--- src/hw/rtl/ilha_pkg.sv ---
// Shared types and constants for the implicit list heap allocator.
// Used by the controller, the datapath and the top level.
`default_nettype none

package ilha_pkg;

  localparam int unsigned HEAP_BYTES = 64;
  localparam int unsigned AW         = $clog2(HEAP_BYTES);
  localparam logic [5:0]  MaxBlocks  = 6'd63;
  localparam logic [7:0]  TooBig     = 8'd127;
  localparam logic [7:0]  MaxOut     = 8'd62;

  typedef enum logic [2:0] {
    ACT_ALLOC  = 3'd0,
    ACT_FREE   = 3'd1,
    ACT_WRITE  = 3'd2,
    ACT_READ   = 3'd3,
    ACT_HEADER = 3'd4
  } action_e;

  typedef enum logic [2:0] {
    STS_OK        = 3'd0,
    STS_TOO_BIG   = 3'd1,
    STS_NO_SPACE  = 3'd2,
    STS_NOT_FOUND = 3'd3,
    STS_NOT_ALLOC = 3'd4,
    STS_BEYOND    = 3'd5
  } status_e;

  typedef struct packed {
    logic [2:0] action;
    logic [7:0] target_id;
    logic [7:0] request_amount;
    logic [7:0] fill_byte;
  } req_t;

  typedef struct packed {
    logic [2:0] status;
    logic [7:0] result_id;
    logic [7:0] result_size;
    logic       result_allocated;
    logic [7:0] data_byte;
    logic       data_valid;
    logic       last;
  } rsp_t;

  typedef enum logic [4:0] {
    S_IDLE, S_DECODE, S_WALK, S_ID, S_HDR, S_EVAL, S_SPLIT_ID, S_SPLIT_HDR,
    S_SET_ID, S_SET_HDR, S_TAIL, S_FILL, S_RD_ADDR, S_RD_DATA
  } ctl_state_e;

  typedef enum logic [3:0] {
    OP_NONE, OP_LOAD, OP_WALK_INIT, OP_RD_ID, OP_RD_HDR, OP_CAP_HDR, OP_STEP,
    OP_FIT, OP_WR_SPLIT_ID, OP_WR_SPLIT_HDR, OP_WR_ID, OP_WR_HDR, OP_TAIL,
    OP_WR_FREE, OP_WR_FILL, OP_RD_BYTE
  } dp_op_e;

  typedef enum logic [2:0] {
    RSP_PLAIN, RSP_ALLOC, RSP_FREE, RSP_HEADER, RSP_DATA
  } rsp_sel_e;

  typedef struct packed {
    dp_op_e   op;
    logic     next_byte;
    logic     emit;
    status_e  status;
    rsp_sel_e sel;
  } ctl_cmd_t;

  typedef struct packed {
    logic [2:0] action;
    logic       walk_end;
    logic       id_match;
    logic       fits;
    logic       split;
    logic       blk_alloc;
    logic       too_big;
    logic       table_full;
    logic       rd_bound;
    logic       tail_short;
    logic       amt_over;
    logic       amt_zero;
    logic       fill_done;
    logic       read_last;
  } dp_sts_t;

endpackage

`default_nettype wire

--- src/hw/rtl/ilha_ram.sv ---
// Generic single write port, single read port RAM with registered read data.
// No dependencies.
`default_nettype none

module ilha_ram #(
  parameter int unsigned WIDTH = 8,
  parameter int unsigned DEPTH = 64
) (
  input  wire logic                     clk_i,
  input  wire logic                     we_i,
  input  wire logic [$clog2(DEPTH)-1:0] waddr_i,
  input  wire logic [WIDTH-1:0]         wdata_i,
  input  wire logic                     re_i,
  input  wire logic [$clog2(DEPTH)-1:0] raddr_i,
  output logic      [WIDTH-1:0]         rdata_o
);

  logic [WIDTH-1:0] mem_q [DEPTH];

  always_ff @(posedge clk_i) begin
    if (we_i) begin
      mem_q[waddr_i] <= wdata_i;
    end
    if (re_i) begin
      rdata_o <= mem_q[raddr_i];
    end
  end

endmodule

`default_nettype wire

--- src/hw/rtl/ilha_ctrl.sv ---
// Sequencing state machine of the heap allocator.
// Depends on ilha_pkg; drives the datapath through ctl_cmd_t.
`default_nettype none

module ilha_ctrl (
  input  wire logic               clk_i,
  input  wire logic               rst_ni,
  input  wire logic               start_i,
  input  wire ilha_pkg::dp_sts_t  sts_i,
  output ilha_pkg::ctl_cmd_t      cmd_o,
  output logic                    busy_o
);
  import ilha_pkg::*;

  ctl_state_e state_q, state_d;

  always_ff @(posedge clk_i or negedge rst_ni) begin
    if (!rst_ni) begin
      state_q <= S_IDLE;
    end else begin
      state_q <= state_d;
    end
  end

  always_comb begin
    state_d = state_q;
    cmd_o   = '{op: OP_NONE, next_byte: 1'b0, emit: 1'b0, status: STS_OK, sel: RSP_PLAIN};
    unique case (state_q)
      S_IDLE: begin
        if (start_i) begin
          cmd_o.op = OP_LOAD;
          state_d  = S_DECODE;
        end
      end
      S_DECODE: begin
        cmd_o.op = OP_WALK_INIT;
        state_d  = S_WALK;
        if (sts_i.action == ACT_ALLOC) begin
          if (sts_i.too_big) begin
            cmd_o.emit = 1'b1; cmd_o.status = STS_TOO_BIG; state_d = S_IDLE;
          end else if (sts_i.table_full) begin
            cmd_o.emit = 1'b1; cmd_o.status = STS_NO_SPACE; state_d = S_IDLE;
          end
        end else if (sts_i.action == ACT_READ) begin
          if (sts_i.rd_bound) begin
            cmd_o.emit = 1'b1; cmd_o.status = STS_BEYOND; state_d = S_IDLE;
          end
        end else if (sts_i.action != ACT_FREE && sts_i.action != ACT_WRITE &&
                     sts_i.action != ACT_HEADER) begin
          state_d = S_IDLE;
        end
      end
      S_WALK: begin
        if (sts_i.walk_end) begin
          if (sts_i.action == ACT_ALLOC) begin
            state_d = S_TAIL;
          end else begin
            cmd_o.emit = 1'b1; cmd_o.status = STS_NOT_FOUND; state_d = S_IDLE;
          end
        end else begin
          cmd_o.op = OP_RD_ID;
          state_d  = S_ID;
        end
      end
      S_ID: begin
        cmd_o.op = OP_RD_HDR;
        state_d  = S_HDR;
      end
      S_HDR: begin
        cmd_o.op = OP_CAP_HDR;
        state_d  = S_EVAL;
      end
      S_EVAL: begin
        if (sts_i.action == ACT_ALLOC) begin
          if (sts_i.fits) begin
            cmd_o.op = OP_FIT;
            state_d  = sts_i.split ? S_SPLIT_ID : S_SET_ID;
          end else begin
            cmd_o.op = OP_STEP;
            state_d  = S_WALK;
          end
        end else if (!sts_i.id_match) begin
          cmd_o.op = OP_STEP;
          state_d  = S_WALK;
        end else begin
          state_d    = S_IDLE;
          cmd_o.emit = 1'b1;
          if (sts_i.action == ACT_HEADER) begin
            cmd_o.sel = RSP_HEADER;
          end else if (!sts_i.blk_alloc) begin
            cmd_o.status = STS_NOT_ALLOC;
          end else if (sts_i.action == ACT_FREE) begin
            cmd_o.op  = OP_WR_FREE;
            cmd_o.sel = RSP_FREE;
          end else if (sts_i.amt_over) begin
            cmd_o.status = STS_BEYOND;
          end else if (sts_i.action == ACT_WRITE) begin
            cmd_o.emit = 1'b0;
            state_d    = S_FILL;
          end else if (!sts_i.amt_zero) begin
            cmd_o.emit = 1'b0;
            state_d    = S_RD_ADDR;
          end
        end
      end
      S_SPLIT_ID: begin
        cmd_o.op = OP_WR_SPLIT_ID;
        state_d  = S_SPLIT_HDR;
      end
      S_SPLIT_HDR: begin
        cmd_o.op = OP_WR_SPLIT_HDR;
        state_d  = S_SET_ID;
      end
      S_SET_ID: begin
        cmd_o.op = OP_WR_ID;
        state_d  = S_SET_HDR;
      end
      S_SET_HDR: begin
        cmd_o.op   = OP_WR_HDR;
        cmd_o.emit = 1'b1;
        cmd_o.sel  = RSP_ALLOC;
        state_d    = S_IDLE;
      end
      S_TAIL: begin
        if (sts_i.tail_short) begin
          cmd_o.emit = 1'b1; cmd_o.status = STS_NO_SPACE; state_d = S_IDLE;
        end else begin
          cmd_o.op = OP_TAIL;
          state_d  = S_SET_ID;
        end
      end
      S_FILL: begin
        if (sts_i.fill_done) begin
          cmd_o.emit = 1'b1;
          state_d    = S_IDLE;
        end else begin
          cmd_o.op = OP_WR_FILL;
        end
      end
      S_RD_ADDR: begin
        cmd_o.op = OP_RD_BYTE;
        state_d  = S_RD_DATA;
      end
      S_RD_DATA: begin
        cmd_o.next_byte = 1'b1;
        cmd_o.emit      = 1'b1;
        cmd_o.sel       = RSP_DATA;
        state_d         = sts_i.read_last ? S_IDLE : S_RD_ADDR;
      end
      default: state_d = S_IDLE;
    endcase
  end

  assign busy_o = (state_q != S_IDLE);

endmodule

`default_nettype wire

--- src/hw/rtl/ilha_dp.sv ---
// Datapath of the heap allocator: heap RAM, walk pointers, counters and result register.
// Depends on ilha_pkg and ilha_ram.
`default_nettype none

module ilha_dp (
  input  wire logic               clk_i,
  input  wire logic               rst_ni,
  input  wire ilha_pkg::req_t     req_i,
  input  wire ilha_pkg::ctl_cmd_t cmd_i,
  output ilha_pkg::dp_sts_t       sts_o,
  output logic                    valid_o,
  output ilha_pkg::rsp_t          rsp_o
);
  import ilha_pkg::*;

  req_t        req_q;
  logic [7:0]  pos_q, j_q, ts_q, id_q, hdr_q, idc_q, tail_q;
  logic [5:0]  i_q, cnt_q;
  logic [HEAP_BYTES-1:0] vld_q;
  logic        rzero_q;
  logic        valid_q;
  rsp_t        rsp_q, rsp_d;

  logic [7:0]  ram_rdata, rdata, sz, diff, tdiff, ts_eff;
  logic [8:0]  waddr, raddr;
  logic [7:0]  wdata;
  logic        we, re, wr_ok;

  assign rdata = rzero_q ? 8'd0 : ram_rdata;
  // A size field of zero stands for 128 bytes.
  assign sz    = (hdr_q[7:1] == 7'd0) ? 8'd128 : {1'b0, hdr_q[7:1]};
  assign diff  = sz - ts_q;
  assign tdiff = tail_q - ts_q;
  assign ts_eff = (tdiff == 8'd1 || tdiff == 8'd2) ? tail_q : ts_q;

  always_comb begin
    we    = 1'b0;
    re    = 1'b0;
    waddr = 9'd0;
    raddr = 9'd0;
    wdata = 8'd0;
    unique case (cmd_i.op)
      OP_RD_ID:   begin re = 1'b1; raddr = {1'b0, pos_q}; end
      OP_RD_HDR:  begin re = 1'b1; raddr = {1'b0, pos_q} + 9'd1; end
      OP_RD_BYTE: begin re = 1'b1; raddr = {1'b0, pos_q} + 9'd2 + {1'b0, j_q}; end
      OP_WR_SPLIT_ID: begin
        we = 1'b1; waddr = {1'b0, pos_q} + {1'b0, ts_q};
      end
      OP_WR_SPLIT_HDR: begin
        we = 1'b1; waddr = {1'b0, pos_q} + {1'b0, ts_q} + 9'd1; wdata = {diff[6:0], 1'b0};
      end
      OP_WR_ID:   begin we = 1'b1; waddr = {1'b0, pos_q}; wdata = idc_q + 8'd1; end
      OP_WR_HDR:  begin we = 1'b1; waddr = {1'b0, pos_q} + 9'd1; wdata = {ts_q[6:0], 1'b1}; end
      OP_WR_FREE: begin we = 1'b1; waddr = {1'b0, pos_q} + 9'd1; wdata = {hdr_q[7:1], 1'b0}; end
      OP_WR_FILL: begin
        we = 1'b1; waddr = {1'b0, pos_q} + 9'd2 + {1'b0, j_q}; wdata = req_q.fill_byte;
      end
      default: ;
    endcase
  end

  assign wr_ok = we && (waddr < 9'(HEAP_BYTES));

  ilha_ram #(.WIDTH(8), .DEPTH(HEAP_BYTES)) u_ram (
    .clk_i   (clk_i),
    .we_i    (wr_ok),
    .waddr_i (waddr[AW-1:0]),
    .wdata_i (wdata),
    .re_i    (re),
    .raddr_i (raddr[AW-1:0]),
    .rdata_o (ram_rdata)
  );

  always_ff @(posedge clk_i or negedge rst_ni) begin
    if (!rst_ni) begin
      vld_q   <= '0;
      rzero_q <= 1'b1;
      idc_q   <= 8'd0;
      cnt_q   <= 6'd0;
      tail_q  <= 8'(HEAP_BYTES);
      valid_q <= 1'b0;
    end else begin
      // Bytes never written read as zero.
      if (wr_ok) begin
        vld_q[waddr[AW-1:0]] <= 1'b1;
      end
      if (re) begin
        rzero_q <= (raddr >= 9'(HEAP_BYTES)) || !vld_q[raddr[AW-1:0]];
      end
      if (cmd_i.op == OP_WR_ID) begin
        idc_q <= idc_q + 8'd1;
      end
      if (cmd_i.op == OP_WR_SPLIT_HDR || cmd_i.op == OP_TAIL) begin
        cnt_q <= cnt_q + 6'd1;
      end
      if (cmd_i.op == OP_TAIL) begin
        tail_q <= tail_q - ts_eff;
      end
      valid_q <= cmd_i.emit;
    end
  end

  // The id counter has already stepped when the allocate word is built.
  always_comb begin
    rsp_d        = '0;
    rsp_d.status = cmd_i.status;
    rsp_d.last   = 1'b1;
    unique case (cmd_i.sel)
      RSP_ALLOC:  rsp_d.result_id = idc_q;
      RSP_FREE:   rsp_d.result_id = req_q.target_id;
      RSP_HEADER: begin
        rsp_d.result_id        = id_q;
        rsp_d.result_size      = sz;
        rsp_d.result_allocated = hdr_q[0];
      end
      RSP_DATA: begin
        rsp_d.data_byte  = rdata;
        rsp_d.data_valid = 1'b1;
        rsp_d.last       = (j_q + 8'd1 == req_q.request_amount);
      end
      default: ;
    endcase
  end

  always_ff @(posedge clk_i) begin
    unique case (cmd_i.op)
      OP_LOAD:      req_q <= req_i;
      OP_WALK_INIT: begin
        pos_q <= 8'd0;
        i_q   <= 6'd0;
        j_q   <= 8'd0;
        ts_q  <= req_q.request_amount + 8'd2;
      end
      OP_RD_HDR:    id_q  <= rdata;
      OP_CAP_HDR:   hdr_q <= rdata;
      OP_STEP: begin
        pos_q <= pos_q + sz;
        i_q   <= i_q + 6'd1;
      end
      OP_FIT: begin
        if (diff == 8'd1 || diff == 8'd2) begin
          ts_q <= sz;
        end
      end
      OP_TAIL: begin
        ts_q  <= ts_eff;
        pos_q <= 8'(HEAP_BYTES) - tail_q;
      end
      OP_WR_FILL:   j_q <= j_q + 8'd1;
      default: ;
    endcase
    if (cmd_i.next_byte) begin
      j_q <= j_q + 8'd1;
    end
    if (cmd_i.emit) begin
      rsp_q <= rsp_d;
    end
  end

  always_comb begin
    sts_o.action     = req_q.action;
    sts_o.walk_end   = (i_q >= cnt_q) || ({1'b0, pos_q} + 9'd2 > 9'(HEAP_BYTES));
    sts_o.id_match   = (id_q == req_q.target_id);
    sts_o.blk_alloc  = hdr_q[0];
    sts_o.fits       = !hdr_q[0] && (sz >= ts_q);
    sts_o.split      = (diff >= 8'd3);
    sts_o.too_big    = (req_q.request_amount >= TooBig);
    sts_o.table_full = (cnt_q >= MaxBlocks);
    sts_o.rd_bound   = (req_q.request_amount >= TooBig) || (req_q.request_amount > MaxOut);
    sts_o.tail_short = (tail_q < ts_q);
    sts_o.amt_over   = (sz >= 8'd2) && ({1'b0, req_q.request_amount} + 9'd2 > {1'b0, sz});
    sts_o.amt_zero   = (req_q.request_amount == 8'd0);
    sts_o.fill_done  = (j_q == req_q.request_amount);
    sts_o.read_last  = (j_q + 8'd1 == req_q.request_amount);
  end

  assign valid_o = valid_q;
  assign rsp_o   = rsp_q;

  a_tail_bound: assert property (@(posedge clk_i) disable iff (!rst_ni)
    tail_q <= 8'(HEAP_BYTES)) else $error("tail space exceeds heap size");

  a_count_bound: assert property (@(posedge clk_i) disable iff (!rst_ni)
    cnt_q <= MaxBlocks) else $error("block count exceeds table size");

  a_data_ok: assert property (@(posedge clk_i) disable iff (!rst_ni)
    valid_q && rsp_q.data_valid |-> rsp_q.status == STS_OK)
    else $error("payload byte with error status");

  a_tail_moves: assert property (@(posedge clk_i) disable iff (!rst_ni)
    cmd_i.op == OP_TAIL |=> tail_q < $past(tail_q))
    else $error("tail allocation did not consume space");

endmodule

`default_nettype wire

--- src/hw/rtl/implicit_list_heap_allocator.sv ---
// Top level of the implicit list heap allocator.
// Depends on ilha_pkg, ilha_ctrl and ilha_dp.
//
// A request is taken when start is high and busy is low; busy then stays high until
// every result word of the request has been issued. Each result word appears on rsp_o
// for one cycle with valid_o high, and the receiver cannot stall it. A request passes
// through acceptance and decode, then a first-fit or id walk that reads the id and header
// byte of each block it visits, up to the end of the list; allocate then writes the
// headers of the new block and of any split remainder, write fills the payload one byte
// at a time, and read returns one result word per payload byte. The heap holds 64 bytes
// by default.
`default_nettype none

module implicit_list_heap_allocator (
  input  wire logic           clk_i,
  input  wire logic           rst_ni,
  input  wire logic           start,
  output logic                busy,
  input  wire ilha_pkg::req_t req_i,
  output logic                valid_o,
  output ilha_pkg::rsp_t      rsp_o
);
  import ilha_pkg::*;

  ctl_cmd_t cmd;
  dp_sts_t  sts;

  ilha_ctrl u_ctrl (
    .clk_i   (clk_i),
    .rst_ni  (rst_ni),
    .start_i (start),
    .sts_i   (sts),
    .cmd_o   (cmd),
    .busy_o  (busy)
  );

  ilha_dp u_dp (
    .clk_i   (clk_i),
    .rst_ni  (rst_ni),
    .req_i   (req_i),
    .cmd_i   (cmd),
    .sts_o   (sts),
    .valid_o (valid_o),
    .rsp_o   (rsp_o)
  );

endmodule

`default_nettype wire
--- config.mk ---
export PLATFORM = sky130hd
export DESIGN_NAME = implicit_list_heap_allocator
export DESIGN_NICKNAME = d
export VERILOG_FILES = /design/src/hw/rtl/ilha_pkg.sv /design/src/hw/rtl/ilha_ram.sv /design/src/hw/rtl/ilha_ctrl.sv /design/src/hw/rtl/ilha_dp.sv /design/src/hw/rtl/implicit_list_heap_allocator.sv
export SDC_FILE = /design/constraint.sdc
export NUM_CORES = 1
export LEC_CHECK = 0
export BUFFER_PORTS_ARGS = -buffer_cell sky130_fd_sc_hd__buf_4
export CAP_MARGIN = 15
export CELL_PAD_IN_SITES_DETAIL_PLACEMENT = 0
export CELL_PAD_IN_SITES_GLOBAL_PLACEMENT = 1
export CORE_ASPECT_RATIO = 1.1
export CORE_UTILIZATION = 52
export CTS_CLUSTER_SIZE = 25
export DETAILED_ROUTE_END_ITERATION = 6
export HOLD_SLACK_MARGIN = 0.02
export PLACE_DENSITY = 0.76
export SYNTH_ARGS = -nofsm -noshare
export SYNTH_HDL_FRONTEND = slang
export SYNTH_SLANG_ARGS = --single-unit
--- constraint.sdc ---
create_clock -name clk_i -period 8 [get_ports clk_i]
set_clock_uncertainty 0.1 [all_clocks]
set_input_delay 0.8 -clock clk_i [delete_from_list [all_inputs] [get_ports clk_i]]
set_output_delay 0.8 -clock clk_i [all_outputs]
set_load 0.01 [all_outputs]
==> flow_summary.yaml, run 1 <==
run_status:
  status: "finished, final reports clean"
clock_tree:
  cts_setup_buffers: 0
  cts_tree: "done"
  cts_root_buffer: "clkbuf_16"
  cts.sinks: 715
  numCtsBuffers: 74
  h-tree-depth: 3
  clk_pin_slew_ps: 70
  insertion_delay_ps: 620
  hold_buffers: 0
  cts_resized: 0
  clk_path_buf_depth: 3
worst_hold_path:
  hp-class: "in2async"
logic_synthesis:
  syn-num-nets: 2982
  yosys_warnings: 0
  synth-edff-count: 623
  synth.distinct_cells: 85
  synthArstFlopShare_pct: 12.9
  avgSynthCellArea_um2: 11.6
  synth_area_leader_cell: "edfxtp_1"
  synth_seq_cells: 715
  synth_area_mm2: 0.0334
  yosysSeqAreaShare_pct: 62.9
  yosysTopAreaCellShare_pct: 56.0
  yosys-top-cells-area: "edfxtp_1 (56%), nand2_1 (7.4%), dfrtp_1 (6.7%), ha_1 (2.6%), nand3_1 (2.6%)"
  synth_cells: 2876
  yosys_most_used_dff: "edfxtp_1"
timing:
  hold_viol_final: 0
  finalMaxSlewViolations: 0
  slew_headroom_pct: 24.0
  min_period_ps: 6180
  max_freq_mhz: 162
  finalSetupTns_ps: 0
  finalSetupViolCount: 0
  fin_crit_sh_pct: 77.3
  max_slew.worst_pin.slew_ps: 1130
  rsz0062_at_grt: "no"
worst_setup_path:
  end_kind: "flop"
  critPathLaunchType: "flop"
  cp.required_ps: 8130
  worst-setup-path-type: "reg2reg"
  cp_slowest_stage_delay_ps: 770
  r2r_cells: 15
  crit_top_cell: "ha_1"
  cp_max_fo: 60
  critical_path.slowest_cell: "edfxtp_1"
  arrival_ps: 6320
  crit_chain: "ha_1, and3_1, and2_1, xor2_1, ha_1, inv_1, or4b_2, a221oi_1, a41oi_1, a31oi_1, a21oi_1, a311o_2, buf_4, or3_1, nor2_1"
floorplan:
  die_area_mm2: 0.0653
  start_util_pct: 52.5
  fp.coreArea_mm2: 0.0636
  die_x_um: 244
  rows: 97
  io_pins: 62
  fp.dieH_um: 268
grt:
  grt_max_degree: 151
  grt_first_pass_wirelength_mm: 144
  grt_pass1_vias: 23100
  track_usage_pct: 29.7
  overflow: 0
  antenna_found_initial: 0
job:
  drv_cap: 0
pwr:
  ir_drop_mv: 0.203
  power_density_mw_per_mm2: 322
  p_leak_uw: 0.0138
detailed_routing:
  first_pass_iters: 5
  vias_per_cell: 6.16
  vias: 23400
  drt_iter0_markers: 2400
  drc: 0
  routedWlPerCell_um: 25.3
  ant_nets: 0
  wirelength_mm: 96.4
place:
  io_buffers: 61
  dp_cells: 3643
  dp.final_hpwl_mm: 60.7
  place_congestion: 0.911
final_layout:
  stdcell_count: 3801
  drive_above_1_share_pct: 11.5
  fillers: 5274
  final_core_util_pct: 58.1
  nets: 3003
  areaGrowthSynthToFinish_pct: 10.6
==> logic make-up after synthesis <==
| logic type | Yosys count | synth area share, % |
|---|---|---|
| simple gates | 1306 | 18.3 |
| flops | 715 | 62.9 |
| compound gates | 422 | 9.40 |
| buf+inv | 247 | 3.54 |
| xor+xnor | 99 | 2.59 |
| fa+ha+maj | 76 | 2.98 |
| mux | 11 | 0.341 |
==> metal layers <==
| metal | GRT usage (%) | part of all wire (%) | up-vias |
|---|---|---|---|
| li1 | - | - | 10600 |
| met1 | 39.3 | 40 | 11600 |
| met2 | 49.3 | 49 | 1031 |
| met3 | 4.14 | 7.2 | 205 |
| met4 | 12.6 | 3.9 | 0 |
| met5 | 0 | 0 | - |
==> registers in the layout (all words and copies together), names as in the netlist, 24 cells and up <==
signal / cells
u_dp.u_ram.mem_q: 512
u_dp.req_q: 24
u_dp.rsp_o: 30
u_dp.vld_q: 64
==> critical path: cells and delay by family (launching register included) <==
family | cells | cell delay (ps)
XOR/XNOR | 1 | 90
AO/OA/AOI/OAI | 5 | 1250
buffers and inverters | 2 | 500
AND/OR/NAND/NOR | 5 | 2390
flip-flops | 1 | 770
adder cells (fa/ha/maj) | 2 | 690
==> Yosys cell counts, drive strengths merged (13+ instances only) <==
cell    number
xor2        33
edfxtp     623
dfrtp       90
nand4       19
ha          70
and3        90
nand2b      15
clkbuf      61
nor3       102
nor2b       21
a21oi       54
and2        14
nand2      660
o21bai      15
o22ai       14
inv         71
nor2        88
a311oi      87
a21o        16
or3         16
or2         65
a211oi      24
a31oi       34
buf        115
nand3      181
xnor2       66
a221o       13
o21ai       60
==> where the power goes <==
part / switching [µW] / leakage (µW) / internal (µW)
Clock: 1450 / 0.00115 / 1890
Combinational: 2470 / 0.00539 / 1220
Sequential: 364 / 0.00728 / 4510
Total: 4290 / 0.0138 / 7620
==> through the flow <==
step | setup WS, ps | hold slack (ps) | power, µW | area, µm²
global route | 1590 | 60.1 | 12400 | 36900
global placement | 2150 | 347 | 8540 | 34500
CTS | 1930 | 34.0 | 11900 | 36800
detailed placement | 1950 | 351 | 8580 | 34500
floorplan | 1590 | 331 | 7330 | 33400
finish | 1820 | 36.6 | 11900 | 37000
==> final timing paths <==
check / slack [ps] / endpoint / startpoint
worst max-delay path: 1820 / u_dp.u_ram.mem_q[17][5]$_DFFE_PP_ / u_dp.pos_q[1]$_DFFE_PP_
worst min-delay path: 40 / u_dp.cnt_q[1]$_DFFE_PN0P_ / rst_ni
worst max register to register: 1820 / u_dp.u_ram.mem_q[17][5]$_DFFE_PP_ / u_dp.pos_q[1]$_DFFE_PP_
worst min register to register: 360 / u_dp.vld_q[27]$_DFFE_PN0P_ / u_dp.vld_q[27]$_DFFE_PN0P_
max in group asynchronous: 6680 / u_dp.vld_q[58]$_DFFE_PN0P_ / rst_ni
min in group clk_i: 270 / u_dp.sts_o[15]$_DFFE_PN_ / req_i[26]
==> placed cells by master (no fill, tap or decap), types with 66 or more instances in the layout <==
master,synthesis,routed
edfxtp_1,623,623
and3_1,89,89
a311oi_1,86,86
nor3_1,94,93
ha_1,70,70
xnor2_1,66,66
nor2_1,88,87
inv_1,71,71
clkbuf_16,0,75
nand3_1,173,171
nand2_1,660,659
dfrtp_1,90,90
buf_4,14,97
==> area by class of cell <==
| class | count | area [µm²] | area share (%) |
|---|---|---|---|
| clock inverters | 40 | 344 | 0.931 |
| diodes | 3 | 7.51 | 0.0203 |
| repair buffers | 121 | 941 | 2.55 |
| multi-input cells | 1914 | 11300 | 30.6 |
| flip-flops and latches | 715 | 21000 | 56.9 |
| well taps | 841 | 1050 | 2.85 |
| clock buffers | 96 | 2010 | 5.43 |
| inverters | 71 | 267 | 0.721 |
(Power assumes the default switching activity.)
==> run 2: changes to the inputs <==
--- a/config.mk
+++ b/config.mk
@@ -5,16 +5,17 @@
 export SDC_FILE = /design/constraint.sdc
 export NUM_CORES = 1
 export LEC_CHECK = 0
+export ABC_AREA = 1
 export BUFFER_PORTS_ARGS = -buffer_cell sky130_fd_sc_hd__buf_4
 export CAP_MARGIN = 15
 export CELL_PAD_IN_SITES_DETAIL_PLACEMENT = 0
 export CELL_PAD_IN_SITES_GLOBAL_PLACEMENT = 1
 export CORE_ASPECT_RATIO = 1.1
-export CORE_UTILIZATION = 52
+export CORE_UTILIZATION = 46
 export CTS_CLUSTER_SIZE = 25
 export DETAILED_ROUTE_END_ITERATION = 6
 export HOLD_SLACK_MARGIN = 0.02
-export PLACE_DENSITY = 0.76
+export PLACE_DENSITY = 0.72
 export SYNTH_ARGS = -nofsm -noshare
 export SYNTH_HDL_FRONTEND = slang
 export SYNTH_SLANG_ARGS = --single-unit
==> constraint.sdc (replaced) <==
create_clock -name clk_i -period 5.3 [get_ports clk_i]
set_clock_uncertainty 0.1 [all_clocks]
set_input_delay 0.53 -clock clk_i [delete_from_list [all_inputs] [get_ports clk_i]]
set_output_delay 0.53 -clock clk_i [all_outputs]
set_load 0.01 [all_outputs]
==> flow_summary.yaml, run 2 <==
detailed_routing:
  drt_iter0_markers: 2404
  wirelength_mm: 97.0
  routedWlPerCell_um: 23.3
  ant_nets: 0
  first_pass_iters: 5
  vias_per_cell: 5.77
  vias: 24000
  drc: 0
grt:
  grt_first_pass_wirelength_mm: 146
  overflow: 0
  track_usage_pct: 26.2
  antenna_found_initial: 0
  grt_pass1_vias: 23500
  grt_max_degree: 138
logic_synthesis:
  yosys_most_used_dff: "edfxtp_1"
  synth_area_mm2: 0.0336
  synthArstFlopShare_pct: 12.9
  syn-num-nets: 3153
  synth_xor_area_share_pct: 1.72
  synth_seq_cells: 715
  avgSynthCellArea_um2: 11.0
  synth_top_family_by_area: "simple AND/OR/NAND/NOR gates"
  synth.distinct_cells: 51
  yosysSeqAreaShare_pct: 62.6
  synth_cells: 3047
  synth_most_common_cell: "edfxtp_1"
  synth_area_leader_cell: "edfxtp_1"
  synth_commonest_cells: "edfxtp_1 (623), nand2_1 (336), nor2_1 (314)"
  synth_mux_area_share_pct: 0
  yosys_warnings: 0
  yosys-top-cells-area: "edfxtp_1 (56%), dfrtp_1 (6.7%), o211ai_1 (5.5%), nand3_1 (4.0%), nand2_1 (3.8%)"
  synthSimpleGateAreaFrac_pct: 15.3
  synth-edff-count: 623
  synth_adder_area_share_pct: 2.97
  synth_compound_area_share_pct: 12.3
  yosysTopAreaCellShare_pct: 55.7
worst_setup_path:
  endpoint: "u_dp.u_ram.mem_q[4][1]$_DFFE_PP_"
  r2r-start: "u_dp.pos_q[5]$_DFFE_PP_"
  crit_start: "u_dp.pos_q[5]$_DFFE_PP_"
  r2r_cells: 22
  arrival_ps: 4930
  critPathLaunchType: "flop"
  worst-setup-path-type: "reg2reg"
  cp_max_fo: 11
  reg2reg_slack_ps: 540
  cp.required_ps: 5460
  rr_endpoint: "u_dp.u_ram.mem_q[4][1]$_DFFE_PP_"
  end_kind: "flop"
clock_tree:
  h-tree-depth: 3
  numCtsBuffers: 77
  cts_root_buffer: "clkbuf_16"
  cts_tree: "done"
  cts.sinks: 715
  clk_path_buf_depth: 3
  clk_pin_slew_ps: 60
  cts_setup_buffers: 0
  insertion_delay_ps: 630
final_layout:
  stdcell_count: 4156
  mostFrequentLayoutCells: "edfxtp_1 (623), nand2_1 (336), nor2_1 (313)"
  areaGrowthSynthToFinish_pct: 13.7
  drive_above_1_share_pct: 13.9
  largest_register_ffs: 512
  stdcell_area_mm2: 0.0382
  n_antenna_cell: 0
  regMostFlops: "u_dp.u_ram.mem_q"
  nets: 3254
  final_common_cell: "edfxtp_1"
timing:
  finalMaxSlewViolations: 0
  finalSetupViolCount: 0
  finalSetupTns_ps: 0
  hold_viol_final: 0
  rsz0062_at_grt: "no"
  hold_ws_ps: 169
  fin_crit_sh_pct: 89.9
  min_period_ps: 4760
  max_slew.worst_pin.slew_ps: 993
  slew_headroom_pct: 33.7
  max_freq_mhz: 210
pwr:
  p_leak_uw: 0.0139
  power_density_mw_per_mm2: 489
  ir_drop_mv: 0.255
place:
  placed_cell_area_mm2: 0.0354
  dp_cells: 3986
  dp.final_hpwl_mm: 62.4
  io_buffers: 61
  place_congestion: 0.961
floorplan:
  die_x_um: 260
  fp.dieH_um: 285
  io_pins: 62
  die_area_mm2: 0.0741
  start_util_pct: 46.6
  fp.coreArea_mm2: 0.0720
  rows: 103
worst_hold_path:
  hp-class: "in2reg"
job:
  drv_cap: 0
run_status:
  status: "finished, final reports clean"
-- run 2: cell types whose count changed after synthesis, sizes merged, moves of 54 or more --
cell    delta
o21bai    +54
a311oi    -85
or2       +71
o21ai    +133
nand3     +87
nor2     +232
o211ai   +241
nor3      -68
nand2    -318
and3      -90
inv      +199
-- run 2: worst min path at each step --
| stage | slack [ps] | startpoint | to | depth (start not counted) |
|---|---|---|---|---|
| CTS | 140 | start | u_ctrl.state_q[0]$_DFFE_PN0P_ | 3 |
| detailed placement | 350 | u_dp.vld_q[22]$_DFFE_PN0P_ | u_dp.vld_q[22]$_DFFE_PN0P_ | 2 |
| global route | 190 | start | u_ctrl.state_q[0]$_DFFE_PN0P_ | 3 |
| floorplan | 130 | rst_ni | u_ctrl.state_q[0]$_DFFE_PN0P_ | 0 |
| global placement | 340 | u_dp.vld_q[22]$_DFFE_PN0P_ | u_dp.vld_q[22]$_DFFE_PN0P_ | 2 |
| finish | 170 | start | u_ctrl.state_q[0]$_DFFE_PN0P_ | 3 |
-- run 2: final cells by class --
type | instances | area (µm²)
Clock buffer | 89 | 2010
Clock inverter | 53 | 504
Fill cell | 6244 | 33900
Inverter | 274 | 1030
Multi-Input combinational cell | 1903 | 11000
Sequential cell | 715 | 21000
Tap cell | 945 | 1180
Timing Repair Buffer | 177 | 1460
-- run 2: repair_timing --
action / 4_1_cts / 5_1_grt
endpoints found under the hold margin: 78 / 0
setup endpoints to repair: 0 / 0
resized for setup: 0 / 0
hold buffers: 28 / 0
-- run 2: per-stage QoR --
stage | utilization [%] | total power, µW | setup WS [ps]
floorplan | - | 11200 | 713
global placement | 49.1 | 13200 | 773
global route | 53.0 | 19600 | 249
CTS | 53.0 | 18700 | 654
finish | 53.0 | 18700 | 537
detailed placement | 49.1 | 13300 | 653
-- run 2: per-layer routing --
| layer | global-route usage [%] | wire length (µm) | vias to the layer above |
|---|---|---|---|
| li1 | - | - | 11100 |
| met1 | 35.4 | 41100 | 11900 |
| met2 | 43.0 | 46700 | 872 |
| met4 | 10.7 | 3600 | 0 |
| met3 | 3.04 | 5590 | 172 |
| met5 | 0 | 0 | - |
-- run 2: cells by family (layout without fill, tap and decap cells) --
logic type / count (synthesis) / count (layout)
AOI/OAI and AO/OA: 626 / 626
adders and majority gates: 76 / 76
and+or+nand+nor: 1135 / 1135
buffers and inverters: 429 / 593
DFF: 715 / 715
xor gates and xnor gates: 66 / 66
-- run 2: critical path, stage by stage (launching register included) --
cell and delay [ps]:
edfxtp_1 600, nand2_1 170, nor2_1 190, nand2_1 80, nand2_1 60, nand2_1 80, ha_1 380, nand2_1 110
inv_1 60, nand4_1 110, o211ai_1 160, o22ai_1 140, a21oi_1 160, nand3_1 140, nand2_1 90, nand2_1 70
nor2_1 100, nand2_1 50, nor2_1 90, buf_4 190, nand3_1 410, buf_4 340, nor2_1 510
-- run 2: report_power, final --
group          total [µW]  internal [µW]  switching (µW)
clock network        5390           3090            2300
logic                6060           1880            4180
registers            7230           6860             370
